==> src/sv/scl_pkg.sv <==
// shared types, constants and lookup functions of the source code lexer
`default_nettype none
package scl_pkg;

   // lexer modes, one-hot
   typedef enum logic [5:0] {
      MODE_IDLE = 6'b000001,
      MODE_NAME = 6'b000010,
      MODE_NUM  = 6'b000100,
      MODE_STR  = 6'b001000,
      MODE_SKIP = 6'b010000,
      MODE_ERR  = 6'b100000
   } mode_type;

   // number kinds, also their token kinds
   localparam logic [2:0] NK_NUM = 3'd0;
   localparam logic [2:0] NK_BIN = 3'd1;
   localparam logic [2:0] NK_OCT = 3'd2;
   localparam logic [2:0] NK_HEX = 3'd3;
   localparam logic [2:0] NK_FLT = 3'd4;

   // token kinds used by name
   localparam logic [6:0] TK_NONE      = 7'd0;
   localparam logic [6:0] TK_STR       = 7'd5;
   localparam logic [6:0] TK_IDEN      = 7'd6;
   localparam logic [6:0] TK_STRUCT    = 7'd7;
   localparam logic [6:0] TK_RETURN    = 7'd8;
   localparam logic [6:0] TK_CONTINUE  = 7'd9;
   localparam logic [6:0] TK_BREAK     = 7'd10;
   localparam logic [6:0] TK_EXTERN    = 7'd11;
   localparam logic [6:0] TK_DOLLAR    = 7'd56;
   localparam logic [6:0] TK_TWODOLLAR = 7'd57;
   localparam logic [7:0] KIND_NONE    = 8'hFF;

   // error codes
   localparam logic [3:0] ERR_NONE      = 4'd0;
   localparam logic [3:0] ERR_CLOSE     = 4'd1;
   localparam logic [3:0] ERR_BIN_DIGIT = 4'd2;
   localparam logic [3:0] ERR_OCT_DIGIT = 4'd3;
   localparam logic [3:0] ERR_OCT_MARK  = 4'd4;
   localparam logic [3:0] ERR_HEX_MARK  = 4'd5;
   localparam logic [3:0] ERR_HEX_ALPHA = 4'd6;
   localparam logic [3:0] ERR_DOT       = 4'd7;
   localparam logic [3:0] ERR_OPEN_STR  = 4'd8;
   localparam logic [3:0] ERR_UNKNOWN   = 4'd9;

   // pending shift operators
   localparam logic [7:0] PEND_NONE = 8'd0;
   localparam logic [7:0] PEND_SHL  = 8'd1;
   localparam logic [7:0] PEND_SHR  = 8'd2;

   localparam int          KEYWORD_CHARS = 8;
   localparam logic [11:0] LEN_TOP       = 12'hFFF;
   localparam int          MAX_RES       = 4;

   // keywords packed first character in the low byte
   localparam logic [63:0] KW_STRUCT   = 64'h0000_7463_7572_7473;
   localparam logic [63:0] KW_RETURN   = 64'h0000_6E72_7574_6572;
   localparam logic [63:0] KW_CONTINUE = 64'h6575_6E69_746E_6F63;
   localparam logic [63:0] KW_BREAK    = 64'h0000_006B_6165_7262;
   localparam logic [63:0] KW_EXTERN   = 64'h0000_6E72_6574_7865;

   typedef struct packed {
      logic [6:0]  kind;
      logic [15:0] line;
      logic [11:0] col;
      logic [11:0] len;
      logic        text;
      logic [3:0]  err;
      logic        last;
   } res_type;

   // all results of one byte
   typedef struct packed {
      logic [2:0]            count;
      res_type [MAX_RES-1:0] res;
   } bundle_type;

   // kind of a lone operator
   function automatic logic [6:0] single_kind(input logic [7:0] p);
      case (p)
         "*": return 7'd15;
         "/": return 7'd16;
         "+": return 7'd13;
         "-": return 7'd14;
         "%": return 7'd17;
         "&": return 7'd35;
         "|": return 7'd36;
         "~": return 7'd37;
         "=": return 7'd12;
         "<": return 7'd30;
         ">": return 7'd31;
         "!": return 7'd28;
         "^": return 7'd38;
         ".": return 7'd51;
         "$": return 7'd56;
         PEND_SHL: return 7'd44;
         PEND_SHR: return 7'd45;
         default: return TK_NONE;
      endcase
   endfunction

   // kind of a two-character operator, KIND_NONE if no pair
   function automatic logic [7:0] pair_kind(input logic [7:0] p, input logic [7:0] c);
      if (c == "=") begin
         case (p)
            "*": return 8'd20;
            "/": return 8'd21;
            "+": return 8'd18;
            "-": return 8'd19;
            "%": return 8'd22;
            "&": return 8'd39;
            "|": return 8'd40;
            "~": return 8'd41;
            "=": return 8'd29;
            "<": return 8'd32;
            ">": return 8'd33;
            "!": return 8'd34;
            "^": return 8'd42;
            PEND_SHL: return 8'd46;
            PEND_SHR: return 8'd47;
            default: return KIND_NONE;
         endcase
      end
      if (p == "*" && c == "*") return 8'd25;
      if (p == "+" && c == "+") return 8'd23;
      if (p == "-" && c == "-") return 8'd24;
      if (p == "-" && c == ">") return 8'd60;
      if (p == "&" && c == "&") return 8'd26;
      if (p == "|" && c == "|") return 8'd27;
      if (p == "<" && c == "-") return 8'd59;
      if (p == "." && c == ".") return 8'd52;
      if (p == "$" && c == "$") return 8'd57;
      return KIND_NONE;
   endfunction

   // kind of a single-character punctuation token, KIND_NONE otherwise
   function automatic logic [7:0] punct_kind(input logic [7:0] c);
      case (c)
         "?": return 8'd43;
         ",": return 8'd53;
         ":": return 8'd54;
         ";": return 8'd55;
         "@": return 8'd58;
         "(": return 8'd61;
         ")": return 8'd62;
         "{": return 8'd63;
         "}": return 8'd64;
         "[": return 8'd65;
         "]": return 8'd66;
         default: return KIND_NONE;
      endcase
   endfunction

   function automatic logic is_alpha(input logic [7:0] c);
      return (c >= "a" && c <= "z") || (c >= "A" && c <= "Z");
   endfunction

   function automatic logic is_digit(input logic [7:0] c);
      return c >= "0" && c <= "9";
   endfunction

   function automatic logic is_space(input logic [7:0] c);
      return c == " " || (c >= 8'd9 && c <= 8'd13);
   endfunction

   function automatic logic is_numchar(input logic [7:0] c);
      return is_digit(c) || (c >= "a" && c <= "f") || (c >= "A" && c <= "F") ||
             c == "o" || c == "O" || c == "x" || c == "X" || c == ".";
   endfunction

   function automatic logic is_operator(input logic [7:0] c);
      return c == "*" || c == "/" || c == "+" || c == "-" || c == "%" || c == "&" ||
             c == "|" || c == "~" || c == "=" || c == "<" || c == ">" || c == "!" ||
             c == "^" || c == "." || c == "$";
   endfunction

endpackage
`default_nettype wire

==> src/sv/scl_rsp_if.sv <==
// token result channel
`default_nettype none
interface scl_rsp_if;
   logic        valid;
   logic        ready;
   logic [6:0]  token_kind;
   logic [15:0] line_number;
   logic [11:0] column_after;
   logic [11:0] token_length;
   logic        has_text;
   logic [3:0]  error_code;
   logic        last_of_run;

   modport source (output valid, token_kind, line_number, column_after, token_length,
                   has_text, error_code, last_of_run, input ready);
   modport sink (input valid, token_kind, line_number, column_after, token_length,
                 has_text, error_code, last_of_run, output ready);
endinterface
`default_nettype wire

==> src/sv/scl_back.sv <==
// lexer back end: sends the results of each bundle one word a cycle while rsp_ch is ready
`default_nettype none
module scl_back (
   input  wire                 clock,
   input  wire                 reset,
   input  wire                 q_valid,
   input  scl_pkg::bundle_type q_word,
   output logic                pop,
   scl_rsp_if.source           rsp_ch
);
   import scl_pkg::*;

   logic       cur_v_ff, cur_v_in;
   bundle_type cur_ff, cur_in;
   logic [1:0] idx_ff, idx_in;
   logic       fire, last_idx, load;
   res_type    r;

   assign fire = cur_v_ff && rsp_ch.ready;
   assign last_idx = ({1'b0, idx_ff} == cur_ff.count - 3'd1);
   assign load = !cur_v_ff || (fire && last_idx);
   assign pop = load && q_valid;

   // bundle hold and result index
   always_comb begin
      cur_v_in = load ? q_valid : cur_v_ff;
      cur_in = pop ? q_word : cur_ff;
      if (load) idx_in = 2'd0;
      else if (fire) idx_in = idx_ff + 2'd1;
      else idx_in = idx_ff;
   end

   always_ff @(posedge clock) begin
      if (reset) begin
         cur_v_ff <= 1'b0;
         idx_ff <= 2'd0;
      end else begin
         cur_v_ff <= cur_v_in;
         idx_ff <= idx_in;
      end
   end

   always_ff @(posedge clock) begin
      cur_ff <= cur_in;
   end

   // result word
   assign r = cur_ff.res[idx_ff];
   assign rsp_ch.valid = cur_v_ff;
   assign rsp_ch.token_kind = r.kind;
   assign rsp_ch.line_number = r.line;
   assign rsp_ch.column_after = r.col;
   assign rsp_ch.token_length = r.len;
   assign rsp_ch.has_text = r.text;
   assign rsp_ch.error_code = r.err;
   assign rsp_ch.last_of_run = r.last;

   assert property (@(posedge clock) disable iff (reset)
      cur_v_ff |-> ({1'b0, idx_ff} < cur_ff.count))
      else $error("result index past bundle count");

endmodule
`default_nettype wire

==> src/flat_wrapper.sv <==
// flat-port wrapper written by rule: the top's interface ports become plain ports
module scl_back_flat import scl_pkg::*;
  (clock, reset, q_valid, q_word, pop, rsp_ch_valid, rsp_ch_token_kind, rsp_ch_line_number, rsp_ch_column_after, rsp_ch_token_length, rsp_ch_has_text, rsp_ch_error_code, rsp_ch_last_of_run, rsp_ch_ready);
  scl_rsp_if rsp_ch_i ();
  input  wire clock;
  input  wire reset;
  input  wire q_valid;
  input  scl_pkg::bundle_type q_word;
  output logic pop;
  output wire logic [$bits(rsp_ch_i.valid)-1:0] rsp_ch_valid;
  output wire logic [$bits(rsp_ch_i.token_kind)-1:0] rsp_ch_token_kind;
  output wire logic [$bits(rsp_ch_i.line_number)-1:0] rsp_ch_line_number;
  output wire logic [$bits(rsp_ch_i.column_after)-1:0] rsp_ch_column_after;
  output wire logic [$bits(rsp_ch_i.token_length)-1:0] rsp_ch_token_length;
  output wire logic [$bits(rsp_ch_i.has_text)-1:0] rsp_ch_has_text;
  output wire logic [$bits(rsp_ch_i.error_code)-1:0] rsp_ch_error_code;
  output wire logic [$bits(rsp_ch_i.last_of_run)-1:0] rsp_ch_last_of_run;
  input wire logic [$bits(rsp_ch_i.ready)-1:0] rsp_ch_ready;
  assign rsp_ch_valid = rsp_ch_i.valid;
  assign rsp_ch_token_kind = rsp_ch_i.token_kind;
  assign rsp_ch_line_number = rsp_ch_i.line_number;
  assign rsp_ch_column_after = rsp_ch_i.column_after;
  assign rsp_ch_token_length = rsp_ch_i.token_length;
  assign rsp_ch_has_text = rsp_ch_i.has_text;
  assign rsp_ch_error_code = rsp_ch_i.error_code;
  assign rsp_ch_last_of_run = rsp_ch_i.last_of_run;
  assign rsp_ch_i.ready = rsp_ch_ready;
  scl_back u_core (.clock(clock), .reset(reset), .q_valid(q_valid), .q_word(q_word), .pop(pop), .rsp_ch(rsp_ch_i));
endmodule
==> config.mk <==
export PLATFORM = sky130hd
export DESIGN_NAME = scl_back_flat
export DESIGN_NICKNAME = d
export VERILOG_FILES = /design/src/sv/scl_pkg.sv /design/src/sv/scl_rsp_if.sv /design/src/sv/scl_back.sv /design/src/flat_wrapper.sv
export SDC_FILE = /design/constraint.sdc
export NUM_CORES = 1
export LEC_CHECK = 0
export BUFFER_PORTS_ARGS = -buffer_cell sky130_fd_sc_hd__buf_2
export CAP_MARGIN = 25
export CELL_PAD_IN_SITES_DETAIL_PLACEMENT = 1
export CELL_PAD_IN_SITES_GLOBAL_PLACEMENT = 1
export CORE_ASPECT_RATIO = 0.75
export CORE_MARGIN = 3
export CORE_UTILIZATION = 42
export DETAILED_ROUTE_END_ITERATION = 10
export GPL_TIMING_DRIVEN = 0
export PLACE_DENSITY = 0.85
export SLEW_MARGIN = 5
export SYNTH_ARGS = -nofsm -noshare
export SYNTH_HDL_FRONTEND = slang
export SYNTH_SLANG_ARGS = --single-unit
==> constraint.sdc <==
create_clock -name clock -period 9.5 [get_ports clock]
set_input_delay 0.475 -clock clock [delete_from_list [all_inputs] [get_ports clock]]
set_output_delay 0.475 -clock clock [all_outputs]
set_load 0.05 [all_outputs]
== After elaboration in Yosys (flattened, before gate mapping) ==
Cells that the tools add are included.

* Bits of input ports: 219
* Output and inout bits: 55
* Register bits: 218
* Logic and storage cells: 43

* Equal/unequal tests: 1
* Add/subtract/negate cells: 2
* Reductions and logical operators: 6
* Order comparisons: 1
* Multiplexer cells: 2

{| class="wikitable"
|+ Operators by type and width
! kind !! number
|-
| binary-select mux 53 bit (select 2 bit) || 1
|-
| two-way mux 53 bit || 1
|-
| == test 2 x 3 -> 1 bit || 1
|-
| logical AND 1 bit || 3
|-
| less-than comparator 2 x 3 -> 1 bit (second input constant) || 1
|-
| subtractor 3 x 1 -> 3 bit (second input constant) || 1
|-
| adder 2 x 1 -> 2 bit (second input constant) || 1
|-
| OR reduction 2 bit || 1
|-
| logical NOT 1 bit || 1
|-
| logical OR 1 bit || 1
|}

== Logic depth before layout (Yosys ltp) ==
* Depth in word-level cells: 5
* Gate-level depth with buffers: 5
* Depth with buffers taken out: 5

== Worst setup path before layout ==
OpenSTA, ideal clock, no wires.

* Path type: flip-flop to flip-flop
* Start: register u_core.cur_ff[212] (netlist bit)
* End: register u_core.cur_ff[0] (netlist bit) (enable)
* Setup time: 0.618 ns
* Clock period less this slack: 7.098 ns
* Data required time: 8.882 ns
* Data arrival time: 6.479 ns
* Stages on the path, launching flop included: 6
* Setup slack: 2.402 ns
* Path buffers: 0
* Path through: edfxtp_1 -> inv_1 -> ha_1 -> xnor2_1 -> o41ai_2 -> and2_1

* Cells in the longest elaborated chain, start to end: 5

{| class="wikitable"
|+ Ends and longest elaborated chain
! item !! line !! source
|-
| start, declared || scl_back.sv:14 || <nowiki>bundle_type cur_ff, cur_in;</nowiki>
|-
| start signal, assigned || scl_back.sv:44 || <nowiki>cur_ff <= cur_in;</nowiki>
|-
| subtractor 3 x 1 -> 3 bit || scl_back.sv:20 || <nowiki>assign last_idx = ({1'b0, idx_ff} == cur_ff.count - 3'd1);</nowiki>
|-
| == test 2 x 3 -> 1 bit || scl_back.sv:20 ||
|-
| logical AND 1 bit || scl_back.sv:21 || <nowiki>assign load = !cur_v_ff || (fire && last_idx);</nowiki>
|-
| logical OR 1 bit || scl_back.sv:21 ||
|-
| logical AND 1 bit || scl_back.sv:22 || <nowiki>assign pop = load && q_valid;</nowiki>
|-
| net pop || flat_wrapper.sv:9 || <nowiki>output logic pop;</nowiki>
|}

The timed path passes the listed nets, and every way through them passes these cells.
A chain may end at the register's enable or synchronous reset.

== Worst setup path after layout ==
* Start: register u_core.cur_ff[212] (netlist bit)
* End: output pop

* Cells in the longest elaborated chain, start to end: 5

{| class="wikitable"
|+ Ends and longest elaborated chain
! item !! line
|-
| subtractor 3 x 1 -> 3 bit || scl_back.sv:20
|-
| == test 2 x 3 -> 1 bit || scl_back.sv:20
|-
| logical AND 1 bit || scl_back.sv:21
|-
| logical OR 1 bit || scl_back.sv:21
|-
| logical AND 1 bit || scl_back.sv:22
|-
| end, declared || flat_wrapper.sv:9
|}

Every way passes these cells.

==> out/results.md <==
| Quantity | Value | Unit |
| --- | --- | --- |
| Count of maximum capacitance violations | 0 | - |
| Root cell of the clock tree | clkbuf_16 | - |
| RSZ-0062 raised after global routing | no | - |
| Routed length per instance | 21.89 | µm |
| Die boundary height | 125.2 | µm |
| Number of standard-cell rows in the floorplan | 42 | - |
| Maximum number of pins on one net before global-route repair | 69 | - |
| Yosys Warn Count | 0 | - |
| Gr busiest metal | met2 | - |
| Post-layout minimum cycle time | 3440 | ps |
| Clock skew after layout | 10.10 | ps |
| Placer congestion estimate | 0.7061 | - |
| Clock tree from TritonCTS | built | - |
| Global-route wire length before repair | 28280 | µm |
| Hold violation count in the final report | 0 | - |
| Distinct cells, synth | 19 | - |
| Crit-path max cell delay | 420 | ps |
| Count of final max-slew check failures | 0 | - |
| Result of the run | complete, no violations | - |
| Total negative slack for setup checks | 0 | ps |
| Master of the slowest instance on the critical path | and2_4 | - |
| HPWL after DPL | 13740 | µm |
| Category of the critical setup timing path | register to output pin | - |
| Overflow after GRT | 0 | - |
| Pleak | 0.003907 | µW |
| Met2 Track Usage GR | 32.08 | % |
| Post-synthesis instance total | 305 | - |
| Post-route fraction of the period consumed by the critical path | 36.21 | % |
| Filler cells | 1679 | - |
| CTS clock-pin slew for the worst setup and hold paths | 60 | ps |
| Flip-flop and latch count after synthesis | 218 | - |
| Rel. slew slack | 75.41 | % |
| Setup WS pre-CTS | 6531 | ps |
| Required time of the critical path | 9030 | ps |
| Cts bufs inserted | 23 | - |
| Power density relative to cell area | 208.4 | nW/µm² |
| Post-CTS setup-driven buffer insertion count | 0 | - |
| Largest fanout of any net on the critical path | 65 | - |
| Hold WS | 157.8 | ps |
| Fraction of final layout cells with drive strength greater than 1 | 60.23 | % |
| Detail-routed via count per cell | 4.974 | - |
| Slew at the pin with the worst max-slew slack | 367.6 | ps |
| PostCTS Resize Cnt | 0 | - |
| Initial standard-cell utilization of the core | 43.99 | % |
| M1 GR Usage | 21.44 | % |
| Residual DRC count | 0 | - |
| Overall die area | 20640 | µm² |
| Total detailed-routing wirelength | 18810 | µm |
| P&R area growth vs syn | 30.32 | % |
| Vias after detailed routing | 4273 | - |
| CP Data Arrival Time | 2960 | ps |
| Final net count | 826 | - |
| Number of antenna violations at the first check in global routing | 1 | - |
| Boundary pin count | 274 | - |
| Worst IR Drop VDD | 148.7 | µV |
| Post-Syn Area | 7951 | µm² |
| Number of global-route vias before repair | 4950 | - |
| Grt met3 use | 5.985 | % |
| Core ar. | 18080 | µm² |
| Number of hold buffers added after cts | 0 | - |
| Width of the chip | 164.9 | µm |
| Category of the worst setup path launch point | register | - |
| Min-Delay Path Class | input port to register | - |
| Total power draw | 2160 | µW |
| Highest Clock Rate | 290.7 | MHz |
| Count of input and output buffers | 273 | - |
| Number of buffers between clock root and the deepest sink | 3 | - |
| Type of destination of the critical path | output pin | - |
| Net count of the mapped netlist | 525 | - |
| Final worst-path setup slack | 6060 | ps |
| Syn_area_per_cell | 26.07 | µm² |
| H-tree Lvls | 1 | - |
| Total iterations of the first detailed-routing run | 4 | - |
| Global routing usage summed across all routing layers | 18.02 | % |
| Worst path top cell family by delay | buffers and inverters | - |
| Sequential fraction of the synthesis area | 81.95 | % |
| Clock Sink Count | 218 | - |
| Source-to-sink clock delay at the later pin of the worst-skew pair | 490 | ps |
| Number of failing setup endpoints in the final timing report | 0 | - |
| CP cell instances | inv_1 > ha_1 > xnor2_1 > o41ai_2 > and2_4 > buf_16 > buf_2 | - |
| Count of nets left with antenna violations after detail routing | 0 | - |
| Iteration-0 DRC Markers | 280 | - |
| CP Buf/Inv Count | 3 | - |
cells in the mapped netlist (all sizes together):
cell type	number	share of area, %
edfxtp	215	81
xor2	2	0.22
dfxtp	3	0.76
inv	5	0.24
a21oi	2	0.13
and2	1	0.079
o311ai	1	0.11
nand2	3	0.14
nor4	3	0.31
o41ai	1	0.20
buf	12	1.1
ha	1	0.16
mux4	53	15
xnor2	2	0.22
nand2b	1	0.079
path summary, 6_finish.rpt:
path         slack (ps)                  end  depth (start not counted)                start
max                6060                  pop                          7   u_core.cur_ff[212]
min                 160     u_core.cur_ff[1]                          1            q_word[1]
max reg2reg        6600    u_core.cur_ff[75]                          7   u_core.cur_ff[212]
min reg2reg         510  u_core.rsp_ch.valid                          2  u_core.rsp_ch.valid
final cells by class:
cell class | count | area [µm²] | area share, %
clock inverter | 10 | 71.32 | 0.6882
inverter | 5 | 18.77 | 0.1811
sequential | 218 | 6516 | 62.88
clock buffer | 25 | 583.1 | 5.627
tap | 242 | 302.8 | 2.922
antenna | 1 | 2.502 | 0.02415
multi-input combinational | 70 | 1328 | 12.81
buffer | 12 | 91.34 | 0.8814
timing repair buffer | 276 | 1449 | 13.98
per-stage QoR:
| step | utilization [%] | instances | area [µm²] |
|---|---|---|---|
| 2_1_floorplan | - | 305 | 7951 |
| 3_3_place_gp | 53.22 | 820 | 9620 |
| 3_5_place_dp | 53.69 | 823 | 9706 |
| 4_1_cts | 57.31 | 858 | 10360 |
| 5_1_grt | 57.32 | 859 | 10360 |
| 6_report | 57.32 | 859 | 10360 |
metal layers:
metal	vias to the layer above	wire [µm]	share of wire, %
li1	1907	-	-
met1	2156	7037	37
met2	185	9723	52
met3	25	1709	9.1
met4	0	335	1.8
met5	-	0	0
power by group:
part,internal [µW],switching [µW]
clock network,463,342
registers,1130,15.9
logic,78.8,132
total,1670,490
layout by cell type, fill, tap and decap left out, drive strengths merged, types with 2 or more instances in the layout:
cell type and instances:
clkinv 8, edfxtp 215, inv 6, nand2 3, xor2 2, buf 288
nor4 3, mux4 53, clkbuf 25, xnor2 2, dfxtp 3, a21oi 2
kinds of logic after synthesis:
logic type	after synthesis	synth area share (%)
xor gates and xnor gates	4	0.4407
and+or+nand+nor	8	0.6137
adders and majority gates	1	0.1573
AOI/OAI and AO/OA	4	0.4407
buffers and inverters	17	1.385
DFF	218	81.95
muxes	53	15.01
state kept, by name, indices dropped and copies added (netlist names):
| register | flops |
|---|---|
| u_core.rsp_ch.valid | 1 |
| u_core.idx_ff | 2 |
| u_core.cur_ff | 215 |
Power figures use the tool's default switching activity.
