## src/sv/scl_pkg.sv

```systemverilog
// shared types, constants and lookup functions of the source code lexer
`default_nettype none
package scl_pkg;

   // lexer modes, one-hot
   typedef enum logic [5:0] {
      MODE_IDLE = 6'b000001,
      MODE_NAME = 6'b000010,
      MODE_NUM  = 6'b000100,
      MODE_STR  = 6'b001000,
      MODE_SKIP = 6'b010000,
      MODE_ERR  = 6'b100000
   } mode_type;

   // number kinds, also their token kinds
   localparam logic [2:0] NK_NUM = 3'd0;
   localparam logic [2:0] NK_BIN = 3'd1;
   localparam logic [2:0] NK_OCT = 3'd2;
   localparam logic [2:0] NK_HEX = 3'd3;
   localparam logic [2:0] NK_FLT = 3'd4;

   // token kinds used by name
   localparam logic [6:0] TK_NONE      = 7'd0;
   localparam logic [6:0] TK_STR       = 7'd5;
   localparam logic [6:0] TK_IDEN      = 7'd6;
   localparam logic [6:0] TK_STRUCT    = 7'd7;
   localparam logic [6:0] TK_RETURN    = 7'd8;
   localparam logic [6:0] TK_CONTINUE  = 7'd9;
   localparam logic [6:0] TK_BREAK     = 7'd10;
   localparam logic [6:0] TK_EXTERN    = 7'd11;
   localparam logic [6:0] TK_DOLLAR    = 7'd56;
   localparam logic [6:0] TK_TWODOLLAR = 7'd57;
   localparam logic [7:0] KIND_NONE    = 8'hFF;

   // error codes
   localparam logic [3:0] ERR_NONE      = 4'd0;
   localparam logic [3:0] ERR_CLOSE     = 4'd1;
   localparam logic [3:0] ERR_BIN_DIGIT = 4'd2;
   localparam logic [3:0] ERR_OCT_DIGIT = 4'd3;
   localparam logic [3:0] ERR_OCT_MARK  = 4'd4;
   localparam logic [3:0] ERR_HEX_MARK  = 4'd5;
   localparam logic [3:0] ERR_HEX_ALPHA = 4'd6;
   localparam logic [3:0] ERR_DOT       = 4'd7;
   localparam logic [3:0] ERR_OPEN_STR  = 4'd8;
   localparam logic [3:0] ERR_UNKNOWN   = 4'd9;

   // pending shift operators
   localparam logic [7:0] PEND_NONE = 8'd0;
   localparam logic [7:0] PEND_SHL  = 8'd1;
   localparam logic [7:0] PEND_SHR  = 8'd2;

   localparam int          KEYWORD_CHARS = 8;
   localparam logic [11:0] LEN_TOP       = 12'hFFF;
   localparam int          MAX_RES       = 4;

   // keywords packed first character in the low byte
   localparam logic [63:0] KW_STRUCT   = 64'h0000_7463_7572_7473;
   localparam logic [63:0] KW_RETURN   = 64'h0000_6E72_7574_6572;
   localparam logic [63:0] KW_CONTINUE = 64'h6575_6E69_746E_6F63;
   localparam logic [63:0] KW_BREAK    = 64'h0000_006B_6165_7262;
   localparam logic [63:0] KW_EXTERN   = 64'h0000_6E72_6574_7865;

   typedef struct packed {
      logic [6:0]  kind;
      logic [15:0] line;
      logic [11:0] col;
      logic [11:0] len;
      logic        text;
      logic [3:0]  err;
      logic        last;
   } res_type;

   // all results of one byte
   typedef struct packed {
      logic [2:0]            count;
      res_type [MAX_RES-1:0] res;
   } bundle_type;

   // kind of a lone operator
   function automatic logic [6:0] single_kind(input logic [7:0] p);
      case (p)
         "*": return 7'd15;
         "/": return 7'd16;
         "+": return 7'd13;
         "-": return 7'd14;
         "%": return 7'd17;
         "&": return 7'd35;
         "|": return 7'd36;
         "~": return 7'd37;
         "=": return 7'd12;
         "<": return 7'd30;
         ">": return 7'd31;
         "!": return 7'd28;
         "^": return 7'd38;
         ".": return 7'd51;
         "$": return 7'd56;
         PEND_SHL: return 7'd44;
         PEND_SHR: return 7'd45;
         default: return TK_NONE;
      endcase
   endfunction

   // kind of a two-character operator, KIND_NONE if no pair
   function automatic logic [7:0] pair_kind(input logic [7:0] p, input logic [7:0] c);
      if (c == "=") begin
         case (p)
            "*": return 8'd20;
            "/": return 8'd21;
            "+": return 8'd18;
            "-": return 8'd19;
            "%": return 8'd22;
            "&": return 8'd39;
            "|": return 8'd40;
            "~": return 8'd41;
            "=": return 8'd29;
            "<": return 8'd32;
            ">": return 8'd33;
            "!": return 8'd34;
            "^": return 8'd42;
            PEND_SHL: return 8'd46;
            PEND_SHR: return 8'd47;
            default: return KIND_NONE;
         endcase
      end
      if (p == "*" && c == "*") return 8'd25;
      if (p == "+" && c == "+") return 8'd23;
      if (p == "-" && c == "-") return 8'd24;
      if (p == "-" && c == ">") return 8'd60;
      if (p == "&" && c == "&") return 8'd26;
      if (p == "|" && c == "|") return 8'd27;
      if (p == "<" && c == "-") return 8'd59;
      if (p == "." && c == ".") return 8'd52;
      if (p == "$" && c == "$") return 8'd57;
      return KIND_NONE;
   endfunction

   // kind of a single-character punctuation token, KIND_NONE otherwise
   function automatic logic [7:0] punct_kind(input logic [7:0] c);
      case (c)
         "?": return 8'd43;
         ",": return 8'd53;
         ":": return 8'd54;
         ";": return 8'd55;
         "@": return 8'd58;
         "(": return 8'd61;
         ")": return 8'd62;
         "{": return 8'd63;
         "}": return 8'd64;
         "[": return 8'd65;
         "]": return 8'd66;
         default: return KIND_NONE;
      endcase
   endfunction

   function automatic logic is_alpha(input logic [7:0] c);
      return (c >= "a" && c <= "z") || (c >= "A" && c <= "Z");
   endfunction

   function automatic logic is_digit(input logic [7:0] c);
      return c >= "0" && c <= "9";
   endfunction

   function automatic logic is_space(input logic [7:0] c);
      return c == " " || (c >= 8'd9 && c <= 8'd13);
   endfunction

   function automatic logic is_numchar(input logic [7:0] c);
      return is_digit(c) || (c >= "a" && c <= "f") || (c >= "A" && c <= "F") ||
             c == "o" || c == "O" || c == "x" || c == "X" || c == ".";
   endfunction

   function automatic logic is_operator(input logic [7:0] c);
      return c == "*" || c == "/" || c == "+" || c == "-" || c == "%" || c == "&" ||
             c == "|" || c == "~" || c == "=" || c == "<" || c == ">" || c == "!" ||
             c == "^" || c == "." || c == "$";
   endfunction

endpackage
`default_nettype wire

```

## src/sv/scl_queue.sv

```systemverilog
// two-entry queue of result bundles between front and back
`default_nettype none
module scl_queue (
   input  wire                 clock,
   input  wire                 reset,
   input  wire                 push,
   input  scl_pkg::bundle_type push_word,
   output logic                full,
   input  wire                 pop,
   output logic                valid,
   output scl_pkg::bundle_type rd_word
);
   import scl_pkg::*;

   bundle_type       entry_ff [2];
   logic             wr_ff, wr_in;
   logic             rd_ff, rd_in;
   logic [1:0]       count_ff, count_in;

   assign full = (count_ff == 2'd2);
   assign valid = (count_ff != 2'd0);
   assign rd_word = entry_ff[rd_ff];

   // pointers and fill count
   always_comb begin
      wr_in = push ? !wr_ff : wr_ff;
      rd_in = pop ? !rd_ff : rd_ff;
      count_in = count_ff + {1'b0, push} - {1'b0, pop};
   end

   always_ff @(posedge clock) begin
      if (reset) begin
         wr_ff <= 1'b0;
         rd_ff <= 1'b0;
         count_ff <= 2'd0;
      end else begin
         wr_ff <= wr_in;
         rd_ff <= rd_in;
         count_ff <= count_in;
      end
   end

   // bundle storage
   always_ff @(posedge clock) begin
      if (push) entry_ff[wr_ff] <= push_word;
   end

   assert property (@(posedge clock) disable iff (reset) !(push && full))
      else $error("push into full queue");
   assert property (@(posedge clock) disable iff (reset) !(pop && !valid))
      else $error("pop from empty queue");
   assert property (@(posedge clock) disable iff (reset)
      (push && !pop) |=> count_ff == $past(count_ff) + 2'd1)
      else $error("fill count lost a push");

endmodule
`default_nettype wire

```

## config.mk

```make
export PLATFORM = sky130hd
export DESIGN_NAME = scl_queue
export DESIGN_NICKNAME = d
export VERILOG_FILES = /design/src/sv/scl_pkg.sv /design/src/sv/scl_queue.sv
export SDC_FILE = /design/constraint.sdc
export NUM_CORES = 1
export LEC_CHECK = 0
export ABC_AREA = 1
export BUFFER_PORTS_ARGS = -buffer_cell sky130_fd_sc_hd__buf_2
export CAP_MARGIN = 10
export CORE_AREA = 5 5 173 175
export CTS_BUF_LIST = sky130_fd_sc_hd__clkbuf_4
export DETAILED_ROUTE_END_ITERATION = 8
export DIE_AREA = 0 0 178 180
export GPL_TIMING_DRIVEN = 0
export PLACE_DENSITY = 0.87
export SETUP_SLACK_MARGIN = 0.1
export SLEW_MARGIN = 20
export SYNTH_ARGS = -nofsm -noshare
export SYNTH_HDL_FRONTEND = slang
export SYNTH_SLANG_ARGS = --single-unit
```

## constraint.sdc

```tcl
create_clock -name clock -period 21.2 [get_ports clock]
set_clock_uncertainty 0.05 [all_clocks]
set_input_delay 2.12 -clock clock [delete_from_list [all_inputs] [get_ports clock]]
set_output_delay 2.12 -clock clock [all_outputs]
set_load 0.005 [all_outputs]
```

---- After elaboration in Yosys (flattened, before gate mapping) ----
Memories as Yosys holds them, arrays and structs flattened. A register that Yosys moved wholly into a read port is not among the register bits.
Index checks and enable logic that the tools add are counted.
operators by class
  add/subtract/negate cells ............... 2
  equality and inequality tests ........... 1
  multiplexer cells ....................... 4
  reduce and logical (&&, ||, !) cells .... 3
operator list
  cell                  count
  $mux W1               4
  $add A2 B1 Y2         1
  $eq A2 B2 Y1 const B  1
  $logic_not A1 Y1      2
  $reduce_bool A2 Y1    1
  $sub A2 B1 Y2         1
word-level totals
  register bits after elaboration ......... 4
  RAM bits ................................ 430
  output and inout port bits .............. 217
  logic and storage cells ................. 14
  memories ................................ 1
memory list
  memory    depth  width  rd ports  clocked after Yosys merged registers in  wr ports  RTL line         source
  entry_ff  2      215    1         1                                        1         scl_queue.sv:15  bundle_type entry_ff [2];

---- Logic depth before layout (Yosys ltp) ----
Gate-level depths: netlist of run 1.
  word-level depth ........................ 3
  gate-level depth with buffers ........... 7
  gate-level depth less buffers ........... 7

---- Worst setup path after synthesis of run 1 ----
Ideal clock, no wire load.
  path kind ............................... input to register
  start point ............................. input push
  end point ............................... memory entry_ff[0][0] in the netlist's numbering (enable)
  setup time .............................. 0.800 ns
  arrival ................................. 11.143 ns
  required time ........................... 20.350 ns
  path slack .............................. 9.207 ns
  stages .................................. 2
  buffers on the path ..................... 0
  path through ............................ inv_1 > nor2_1
between the ends
  cells in the longest elaborated chain, start to end .. 2
ends and longest elaborated chain
  what                           RTL line         source
  start, declared                scl_queue.sv:6   input wire push,
  $mux W1                        scl_queue.sv:45  if (push) entry_ff[wr_ff] <= push_word;
  $mux W1 (not written as such)  scl_queue.sv:45
  end, declared                  scl_queue.sv:15
Every way passes these cells.

==> flow_summary.ini, run 1 <==
[grt]
grt_util_all_layers = 0.217
grt-ovfl-total = 0
grt_pass1_vias = 9647
grt_max_degree = 105
antenna_found_initial = 8
grt_pass1_wl_mm = 53.1

[timing]
worstMarginPinSlew_ns = 0.604
whs_ns = 0.473
setup_violations = 0
max_freq_mhz = 239
setup_tns_ns = 0
finalMaxSlewViolations = 0
fin_crit_ns = 4.18
relSlewSlack = 0.596
hold_viol = 0
min_period_over_period = 0.197
rsz0062_at_grt = no

[finish]
layout_commonest_cell = buf_2
fin_nets = 1475
area_growth_pct = 26.5
layout-drive-gt1-share = 0.634
final_cell_mix = buf_2, edfxtp_1, clkbuf_4, mux2_4, mux2_2
fin_util = 0.730

[power_and_ir_drop]
clkPwrFrac = 0.350
p_comb_frac = 0.116
powerDensity_nw_per_um2 = 91.2
power_switching_uw = 428
swShare = 0.227
p_leak_uw = 0.00831
ir_drop_v = 0.0000702
p_int_uw = 1460
pwr-share-seq = 0.534

[setup_path]
path_class = reg2out
critPathLaunchType = flop
worst_ep_arrival_time_ns = 2.01
endpoint_kind = primary output
crit_path_max_fanout = 10
crit_required_ns = 19.03
reg2reg_slack_ns = 18.96

[synthesis]
yosysWarnings = 0
synth_cells = 700
synth.distinct_cells = 14
yosysTopAreaCellShare = 0.790
ys_top_cells_by_area = edfxtp_1, mux2_4, mux2_2, buf_6, dfxtp_1
syn-cell-area_sq_um = 16400
syn_area_per_cell_sq_um = 23.4
synth-seq-cells = 435
yosys.area.top_type = edfxtp_1
synth_fp_nets = 921
synth-seq-area-share = 0.796

[die]
start_util = 0.578
die_y_microns = 180
core_sq_um = 28300
die_area_sq_um = 32000
dieWidth_microns = 178
rows = 62
io_pins = 436

[clock_network]
clock-sinks = 435
clk_pin_slew_ns = 0.06
postCtsHoldBufs = 0
htree_num_levels = 3
numCtsBuffers = 105
post_cts_buffers = 0
ctsResizeCount = 0
clkLatencyLatePin_ns = 0.68
cts-root-buf = clkbuf_4
cts_tree = built
clockBufferDepth = 3

[route]
wl_per_cell_microns = 20.5
ant_nets = 0
first_iter_violations = 452
route.detailed.drc = 0
first_pass_iters = 6
vias = 8812
via_per_inst = 5.09
finalWirelength_mm = 35.5

[run]
maxCapViolations = 0

[placed_design]
numPortBuffers = 435
place_congestion = 0.766
dp_hpwl_mm = 24.8

[min_path]
holdCritPathClass = reg2reg

[run_status]
status = finished clean
[cells in the mapped netlist]
| cell type | n |
|---|---|
| edfxtp_1 | 430 |
| mux2_4 | 150 |
| mux2_2 | 65 |
| buf_6 | 18 |
| inv_1 | 8 |
| nor2_1 | 7 |
| buf_2 | 6 |
| dfxtp_1 | 5 |
| nand2_1 | 5 |
| ha_1 | 2 |
| a21oi_1 | 1 |
| nand3_1 | 1 |
| nor3_1 | 1 |
| xnor2_1 | 1 |
[path summary, 6_finish.rpt]
check	cells after the start	startpoint	end
max	5	flop	rd_word[88]
min	2	rd_ff	rd_ff
max reg2reg	6	wr_ff	entry_ff[0][194]
min reg2reg	2	rd_ff	rd_ff
[power by group through the flow]
stage / registers [uW] / logic (uW) / clock network [uW]
after detailed placement: 1030 / 220 / 0
final: 1010 / 219 / 660
after CTS: 1010 / 222 / 681
after floorplan: 1030 / 117 / 0
after global routing: 1010 / 234 / 733
after global placement: 1040 / 204 / 0
[layer usage]
metal	global-route usage	part of all wire
met5	0	0.00070
met3	0.0859	0.096
met1	0.222	0.33
met4	0.0761	0.024
met2	0.397	0.55
[metrics by stage]
| stage | instance area, sq um | instances | setup slack [ns] | total power (uW) |
|---|---|---|---|---|
| floorplan | 16400 | 700 | 9.21 | 1150 |
| CTS | 20700 | 1724 | 16.91 | 1910 |
| detailed placement | 19300 | 1531 | 17.01 | 1250 |
| global route | 20700 | 1730 | 16.85 | 1980 |
| global placement | 19000 | 1519 | 4.34 | 1250 |
| finish | 20700 | 1731 | 17.02 | 1890 |
[critical path, cell delays in order, from the launching register on]
cell	delay, ns
dfxtp_1	0.33
buf_6	0.14
buf_6	0.20
buf_6	0.22
mux2_4	0.32
buf_2	0.14
[layout make-up]
cell class / count / area (sq um)
diodes: 7 / 17.5
plain buffers: 24 / 233
clock buffers: 152 / 1140
clock inverters: 41 / 204
fillers: 1658 / 7630
inverters: 8 / 37.5
multi-input cells: 233 / 3090
flip-flops and latches: 435 / 13000
well taps: 384 / 480
repair buffers: 447 / 2470
[cell families (layout without fill, tap and decap cells)]
group / Yosys count / in the layout / synth area share
buf+inv: 32 / 672 / 0.0161
flops: 435 / 435 / 0.796
fa+ha+maj: 2 / 2 / 0.00153
other cells: 0 / 7 / 0
simple gates: 14 / 14 / 0.00337
compound gates: 1 / 1 / 0.000306
mux: 215 / 215 / 0.182
xor+xnor: 1 / 1 / 0.000536
[registers in the layout (all words and copies together), names as in the netlist, named ones only]
| name | count |
|---|---|
| count_ff | 2 |
| wr_ff | 1 |
| rd_ff | 1 |
| entry_ff | 430 |
Power figures use the tool's default switching activity.
==> run 2: changes to the inputs <==
--- a/config.mk
+++ b/config.mk
@@ -5,15 +5,15 @@
 export SDC_FILE = /design/constraint.sdc
 export NUM_CORES = 1
 export LEC_CHECK = 0
-export ABC_AREA = 1
+export ABC_AREA = 0
 export BUFFER_PORTS_ARGS = -buffer_cell sky130_fd_sc_hd__buf_2
 export CAP_MARGIN = 10
-export CORE_AREA = 5 5 173 175
+export CORE_AREA = 5 5 180 182
 export CTS_BUF_LIST = sky130_fd_sc_hd__clkbuf_4
 export DETAILED_ROUTE_END_ITERATION = 8
-export DIE_AREA = 0 0 178 180
+export DIE_AREA = 0 0 185 187
 export GPL_TIMING_DRIVEN = 0
-export PLACE_DENSITY = 0.87
+export PLACE_DENSITY = 0.81
 export SETUP_SLACK_MARGIN = 0.1
 export SLEW_MARGIN = 20
 export SYNTH_ARGS = -nofsm -noshare
==> constraint.sdc (replaced) <==
create_clock -name clock -period 3.9 [get_ports clock]
set_clock_uncertainty 0.05 [all_clocks]
set_input_delay 0.39 -clock clock [delete_from_list [all_inputs] [get_ports clock]]
set_output_delay 0.39 -clock clock [all_outputs]
set_load 0.005 [all_outputs]
==> run 2 against run 1 <==
Compared with the run above:
- count of clock-buffer cells in the layout grew 4
- hold slack worse by 0.14 ns
- first-iteration DRC count rose by 12%
- non-clock buffer count grew 220
- critical endpoint is now rd_word[163]
- via count is 11% higher
- critical path depth did not move
- largest cell class unchanged
==> flow_summary.ini, run 2 <==
[run_status]
status = finished clean

[power_and_ir_drop]
power_uw = 10800
p_comb_frac = 0.139
pwr-share-seq = 0.515
ir_drop_v = 0.000349
powerDensity_nw_per_um2 = 471
p_leak_uw = 0.00921
power_switching_uw = 2530
swShare = 0.235
clkPwrFrac = 0.346
p_int_uw = 8240

[placed_design]
pre_cts_slack_ns = 1.36
numPortBuffers = 435
dp_hpwl_mm = 25.3
dp.cells = 1534
place_congestion = 0.771

[finish]
regMostFlops = entry_ff
fin_nets = 1683
fin_cells = 1936
top_regs = entry_ff (430), count_ff (2)
final_cell_mix = buf_2, edfxtp_1, dlygate4sd3_1, clkbuf_4, mux2_4
nFillCells = 1671
layout-drive-gt1-share = 0.554
area_growth_pct = 39.8
layout_commonest_cell = buf_2
largest_register_ff_count = 430

[timing]
worstMarginPinSlew_ns = 0.857
max_freq_mhz = 391
rsz0062_at_grt = no
finalMaxSlewViolations = 0
timing.final.ws_setup_ns = 1.34
hold_viol = 0
min_period_over_period = 0.656
relSlewSlack = 0.427
fin_crit_ns = 2.56
setup_violations = 0

[min_path]
holdCritPathClass = in2reg

[setup_path]
crit_buf_inv = 4
endpoint_kind = primary output
critPathTopFamily = buffers and inverters
slowest_stage = mux2_4
path_class = reg2out
crit_required_ns = 3.46
crit_top_cell = buf_6
critPathLaunchType = flop
path_cells = buf_6 -> buf_6 -> buf_6 -> mux2_4 -> buf_2
cp_slowest_stage_delay_ns = 0.35
worst_ep_arrival_time_ns = 2.12
crit_path_max_fanout = 10

[clock_network]
post_cts_buffers = 0
clkLatencyLatePin_ns = 0.73
numCtsBuffers = 103
clk_pin_slew_ns = 0.07
ctsResizeCount = 0
htree_num_levels = 3
postCtsHoldBufs = 219
cts-root-buf = clkbuf_4
clock-sinks = 435
clockBufferDepth = 3
cts_tree = built

[synthesis]
yosysWarnings = 0
synth.distinct_cells = 14
syn_area_per_cell_sq_um = 23.7
synth-seq-cells = 435
synth-main-ff-cell = edfxtp_1
synth_commonest_cells = edfxtp_1, mux2_4, mux2_2, buf_6, buf_2
yosys.area.top_type = edfxtp_1
synth_fp_nets = 911
ys_top_cells_by_area = edfxtp_1, mux2_4, mux2_2, buf_6, dfxtp_1
synth_cells = 690
yosysMostFrequentCell = edfxtp_1
yosysTopAreaCellShare = 0.790
synth-seq-area-share = 0.796
syn-cell-area_sq_um = 16300
synth_edf_count = 430
async_flop_share = 0

[die]
dieWidth_microns = 185
io_pins = 436
die_y_microns = 187
start_util = 0.537
die_area_sq_um = 34600
core_sq_um = 30400
rows = 64

[grt]
grt_pass1_wl_mm = 63.3
antenna_found_initial = 4
grt_util_all_layers = 0.240
grt_max_degree = 55
grt-ovfl-total = 0
grt_pass1_vias = 11042

[route]
finalWirelength_mm = 42.4
wl_per_cell_microns = 21.9
vias = 9772
route.detailed.drc = 0
via_per_inst = 5.05
ant_nets = 0
first_pass_iters = 4
first_iter_violations = 505

[run]
maxCapViolations = 0
[run 2: layout make-up]
cell class | count | area, sq um | share of cell area
Clock inverter | 24 | 144 | 0.00629
Clock buffer | 156 | 1170 | 0.0512
Sequential cell | 435 | 13000 | 0.569
Tap cell | 396 | 495 | 0.0217
Multi-Input combinational cell | 229 | 3110 | 0.136
Buffer | 24 | 233 | 0.0102
Antenna cell | 3 | 7.51 | 0.000328
Inverter | 2 | 7.51 | 0.000328
Timing Repair Buffer | 667 | 4680 | 0.205
[run 2: worst paths after layout]
| path | startpoint | end | slack, ns | cells after the start |
|---|---|---|---|---|
| min | push_word[107] | entry_ff[0][107] | 0.34 | 2 |
| min reg2reg | rd_ff | rd_ff | 0.47 | 2 |
| max | flop | rd_word[163] | 1.34 | 5 |
| max reg2reg | wr_ff | entry_ff[0][134] | 1.54 | 5 |
[run 2: layer usage]
metal,up-vias,global-route usage,part of all wire
met5,-,0,0.00026
met4,2,0.101,0.038
met3,98,0.0776,0.086
met2,495,0.425,0.53
met1,4823,0.266,0.35
li1,4354,-,-
[run 2: power groups by stage]
stage          clock [uW]  combinational, uW  sequential (uW)
2_1_floorplan           0                681             5630
3_3_place_gp            0               1190             5660
3_5_place_dp            0               1290             5630
4_1_cts              3710               1470             5530
5_1_grt              4080               1580             5560
6_report             3730               1500             5540
[run 2: kinds of logic after synthesis]
group | count (synthesis) | share of synthesized area
flip-flops | 435 | 0.796
multiplexers | 215 | 0.183
buffers and inverters | 26 | 0.0147
AND/OR/NAND/NOR | 9 | 0.00283
XOR/XNOR | 3 | 0.00245
adder cells (fa/ha/maj) | 2 | 0.00153
[run 2: per-stage QoR]
step / instance area [sq um] / util / hold WS (ns) / TNS [ns]
6_report: 22900 / 0.751 / 0.336 / 0
5_1_grt: 22900 / 0.751 / 0.267 / 0
4_1_cts: 22900 / 0.751 / 0.237 / 0
3_5_place_dp: 19300 / 0.636 / 0.458 / 0
3_3_place_gp: 19000 / 0.625 / 0.443 / -662.33
2_1_floorplan: 16400 / - / 0.412 / -41.41
